$ cat src/hdl/gn3d_ram.sv
// ---------------------------------------------------------------------------
// gn3d_ram
// Simple dual-port RAM: one write port, one read port with registered data.
// ---------------------------------------------------------------------------
`default_nettype none

module gn3d_ram #(
    parameter int WIDTH = 8,
    parameter int DEPTH = 256,
    localparam int AW = (DEPTH > 1) ? $clog2(DEPTH) : 1
) (
    input  logic             i_clk,
    input  logic             i_we,
    input  logic [AW-1:0]    i_waddr,
    input  logic [WIDTH-1:0] i_wdata,
    input  logic [AW-1:0]    i_raddr,
    output logic [WIDTH-1:0] o_rdata
);

    logic [WIDTH-1:0] r_mem [DEPTH];
    logic [WIDTH-1:0] r_rdata;

    always_ff @(posedge i_clk) begin
        if (i_we) begin
            r_mem[i_waddr] <= i_wdata;
        end
        r_rdata <= r_mem[i_raddr];
    end

    assign o_rdata = r_rdata;

endmodule

`default_nettype wire

$ cat config.mk
export PLATFORM = sky130hd
export DESIGN_NAME = gn3d_ram
export DESIGN_NICKNAME = d
export VERILOG_FILES = /design/src/hdl/gn3d_ram.sv
export SDC_FILE = /design/constraint.sdc
export NUM_CORES = 2
export LEC_CHECK = 0
export ABC_CLOCK_PERIOD_IN_PS = 3750
export BUFFER_PORTS_ARGS = -buffer_cell sky130_fd_sc_hd__buf_2
export CAP_MARGIN = 10
export CORE_UTILIZATION = 42
export DETAILED_ROUTE_END_ITERATION = 7
export SYNTH_ARGS = -nofsm -noshare
export SYNTH_HDL_FRONTEND = slang
export SYNTH_SLANG_ARGS = --single-unit
export TNS_END_PERCENT = 10
$ cat constraint.sdc
create_clock -name i_clk -period 3.75 [get_ports i_clk]
set_input_delay 0.375 -clock i_clk [delete_from_list [all_inputs] [get_ports i_clk]]
set_output_delay 0.375 -clock i_clk [all_outputs]
set_load 0.1 [all_outputs]
# After elaboration in Yosys (flattened, before gate mapping)

Memories as Yosys holds them, arrays and structs flattened. A register that Yosys moved wholly into a read port is not among the register bits.
Cells that the tools add are included.

Bits in registers: 0
Latch bits: 0
Memory bits (writable): 2,048
Bits in read-only memories: 0
Bits of input ports: 26
Output and inout port bits: 8
Word-level logic and storage cells: 3
Memories: 1

Memory list:

| name  | depth | bits a word | rd ports | clocked after Yosys merged registers in | wr ports | line | RTL |
|---|---|---|---|---|---|---|---|
| r_mem | 256   | 8           | 1        | 1                                       | 1        | 20   | `logic [WIDTH-1:0] r_mem [DEPTH];` |

Add/sub/neg operators: 0
$mul: 0
Div/mod/pow operators: 0
Order comparisons: 0
Equal/unequal tests: 0
Shifts and indexed selects: 0
Muxes and demuxes: 2
Bitwise logic cells: 0
Reductions and logical operators: 0

Operators by type and width:

| operator | count |
|---|---|
| $mux W1  | 2 |

# Longest topological paths before layout

Depth in word-level cells: 2
Mapped depth: 11
Depth with buffers taken out: 6

# Least setup slack after synthesis

No wires, ideal clock.

Kind: input to register
Start: input port i_raddr[0]
End: register r_rdata[2], in the netlist o_rdata[2], read port of r_mem
Library setup time: 0.131 ns
Arrival time: 2.182 ns
Data required time: 3.619 ns
Slack: 1.437 ns
Stages: 9
Buffers on the path: 4
Path through: buf_6 > buf_12 > buf_8 > buf_2 > mux4_2 > a22oi_1 > a21oi_1 > nor4_1 > nor4_2

RTL lines:

| element            | line | RTL |
|---|---|---|
| start: declaration | 16   | `input logic [AW-1:0] i_raddr,` |
| end: declaration   | 21   | `logic [WIDTH-1:0] r_rdata;` |

==> impl_metrics.tcl <==
set metrics [dict create \
    hold_path.startpoint "i_wdata[4]" \
    path_max_fanout 31 \
    die_h_um 437 \
    cts.clk_slew.worst_paths_ns 0.06 \
    max_freq_ghz 0.361 \
    rsz0062_at_grt "no" \
    io_pins 34 \
    slowest_delay_ns 0.79 \
    yosys_warnings 0 \
    synth_area_per_cell_um2 21.3 \
    met1_usage 0.300 \
    r2r_cells 8 \
    r2r-end "o_rdata[3]$_DFF_P_" \
    fin_worst_skew_ns 0.0440 \
    end_kind "flop" \
    cp_slowest_cell "nor4_1" \
    dr.first_iter.drc_count 4752 \
    antenna_found_initial 12 \
    final_nets 4071 \
    yosysTopAreaCellShare 0.773 \
    clock_latency_ns 0.85 \
    seq_area_frac_synth 0.775 \
    cts_inserted_buffers 204 \
    cp_common_cell "buf_12" \
    grt_remaining_overflow 0 \
    dp_cells 6331 \
    layout_common_cells "edfxtp_1 (2048), mux4_2 (454), nor2_1 (279)" \
    die-area_mm2 0.191 \
    post_cts_resize_count 0 \
    setup_viol 0 \
    area_delta_synth_final_pct 14.3 \
    portBuffers 33 \
    drtPass1Iterations 6 \
    grt_usage 0.209 \
    worstPathRequired_ns 4.45 \
    yosysTopAreaCell "edfxtp_1" \
    final_cells 6706 \
    holdWs_ns 0.0253 \
    grt_pass1_vias 39100 \
    power.leakage_nw 28.4 \
    tightest_slew_ns 1.13 \
    design.core.area_mm2 0.188 \
    drc_errors 0 \
    final_common_cell "edfxtp_1" \
    regToRegStartpoint "r_mem[27][3]$_DFFE_PP_" \
    crit_chain "buf_8 > buf_12 > buf_12 > buf_12 > mux4_2 > a22oi_1 > a21oi_1 > nor4_1 > nor4_2" \
    fin_crit_ns 2.77 \
    syn-num-nets 3759 \
    cts_tree "built" \
    grt-busiest-layer "met2" \
    cts_buffer_depth 3 \
    worst_ep_arrival_time_ns 3.47 \
    power-per-cell-area_mw_per_mm2 525 \
    dpl_cell_area_mm2 0.0844 \
    power_w 0.0477 \
    synth_seq_cells 2056 \
    start_util 0.423 \
    gp_congestion 0.824 \
    postCtsSetupBuffers 0 \
    synth_cell_types 55 \
    max_cap_viol_count 0 \
    postSynthCellCount 3733 \
    drt_wl_total_um 201000 \
    peakVddDrop_mv 0.390 \
    via_per_inst 5.86 \
    cts.sinks 2056 \
    hp-class "input pin to flop" \
    hold_viol_final 0 \
    fin_crit_sh 0.739 \
    min_path_cells 1 \
    fin_area_mm2 0.0910 \
    grt_pass1_wl_um 287000 \
    met3_usage 0.0412 \
    h-tree-depth 4 \
    critical_path.top_delay_family "buffers and inverters" \
    cts_root_buffer "clkbuf_16" \
    drive_gt1_frac 0.265 \
    syn_area_mm2 0.0796 \
    post-dp-hpwl_um 125000 \
    ant_nets 0 \
    ff2ff_setup_slack_ns 1.16 \
    synth_area_leaders "edfxtp_1 (77%), mux4_2 (13%), mux2i_1 (1.7%), nor2_1 (1.3%), a22oi_1 (1.3%)" \
    path_class "input pin to flop" \
    status "completed" \
    min_to "r_mem[204][4]$_DFFE_PP_" \
    cp_num_buf_inv 4 \
    startpoint_type "input pin" \
    max-slew-margin-rel 0.234 \
    die_w_um 437 \
    slew_viol_final 0 \
    row_count 159 \
    met2_usage 0.328 \
    vias 39300 \
    wl_per_cell_um 30.0 \
    grt_max_degree 119 \
]
==> final cells by class <==
type                       count  area, um2
clock inverter               120       1100
inverter                       2       7.51
multi-input combinational   1442      16500
antenna                        3       7.51
fill                       15200      97000
timing repair buffer         339       3140
clock buffer                 249       5400
sequential                  2056      61700
tap                         2495       3120
==> layer usage <==
metal / wire, um / part of all wire
met3: 15200 / 0.076
met1: 85100 / 0.42
met4: 4910 / 0.024
met5: 0 / 0
met2: 95900 / 0.48
==> power by group <==
part           switching [W]  internal [W]  total, W
clock network        0.00870        0.0112    0.0199
registers          0.0000427        0.0253    0.0254
logic                0.00165      0.000859   0.00251
total                 0.0104        0.0373    0.0477
==> synthesized netlist by cell type, drive strengths merged <==
| cell type | instances |
|---|---|
| a221oi | 14 |
| a22o | 8 |
| buf | 122 |
| mux2 | 1 |
| edfxtp | 2048 |
| nor4 | 27 |
| and3b | 2 |
| or2 | 4 |
| nor2b | 31 |
| a311oi | 2 |
| o22a | 5 |
| inv | 1 |
| nor3b | 1 |
| nand2b | 8 |
| o211ai | 10 |
| or3b | 1 |
| clkbuf | 111 |
| o21ai | 12 |
| a21boi | 1 |
| a2111oi | 5 |
| o311ai | 1 |
| or2b | 1 |
| dfxtp | 8 |
| nand4 | 10 |
| clkinv | 1 |
| nand3 | 34 |
| a31oi | 2 |
| o221ai | 47 |
| a22oi | 133 |
| o22ai | 28 |
| mux2i | 134 |
| a21oi | 96 |
| nor4b | 1 |
| o32ai | 5 |
| nor3 | 22 |
| and2 | 6 |
| nand3b | 2 |
| a211oi | 16 |
| mux4 | 456 |
| nor2 | 282 |
| nand2 | 33 |
| and3 | 1 |
==> logic make-up (layout without fill, tap and decap cells) <==
| family | after synthesis | count (layout) | synth area share |
|---|---|---|---|
| flip-flops | 2056 | 2056 | 0.775 |
| multiplexers | 591 | 591 | 0.146 |
| AND/OR/NAND/NOR | 466 | 466 | 0.0263 |
| AO/OA/AOI/OAI | 385 | 385 | 0.0342 |
| buffers and inverters | 235 | 710 | 0.0183 |
| other | 0 | 3 | 0 |
==> stage by stage <==
stage / utilization / worst slack (ns) / setup TNS [ns]
2_1_floorplan: - / 1.44 / 0
3_3_place_gp: 0.449 / -0.205 / -0.227
3_5_place_dp: 0.449 / 0.00189 / 0
4_1_cts: 0.484 / 0.916 / 0
5_1_grt: 0.484 / 0.747 / 0
6_report: 0.484 / 0.980 / 0
==> registers in the layout, summed over array words and instances, names as in the netlist <==
| signal | count |
|---|---|
| r_mem | 2048 |
| o_rdata | 8 |
==> timing repair <==
item / CTS / global route
endpoints found under the setup margin: 0 / 0
hold buffers: 3 / 0
endpoints found under the hold margin: 83 / 0
==> worst max-delay path by stage <==
stage | start | to | cells past startpoint
2_1_floorplan | i_raddr[0] | o_rdata[2]$_DFF_P_ | 9
3_3_place_gp | i_raddr[0] | o_rdata[7]$_DFF_P_ | 9
3_5_place_dp | i_raddr[0] | o_rdata[2]$_DFF_P_ | 9
4_1_cts | i_raddr[0] | o_rdata[2]$_DFF_P_ | 9
5_1_grt | i_raddr[0] | o_rdata[2]$_DFF_P_ | 9
6_report | i_raddr[0] | o_rdata[2]$_DFF_P_ | 9
Note: power is estimated with default switching activity, not from simulation.
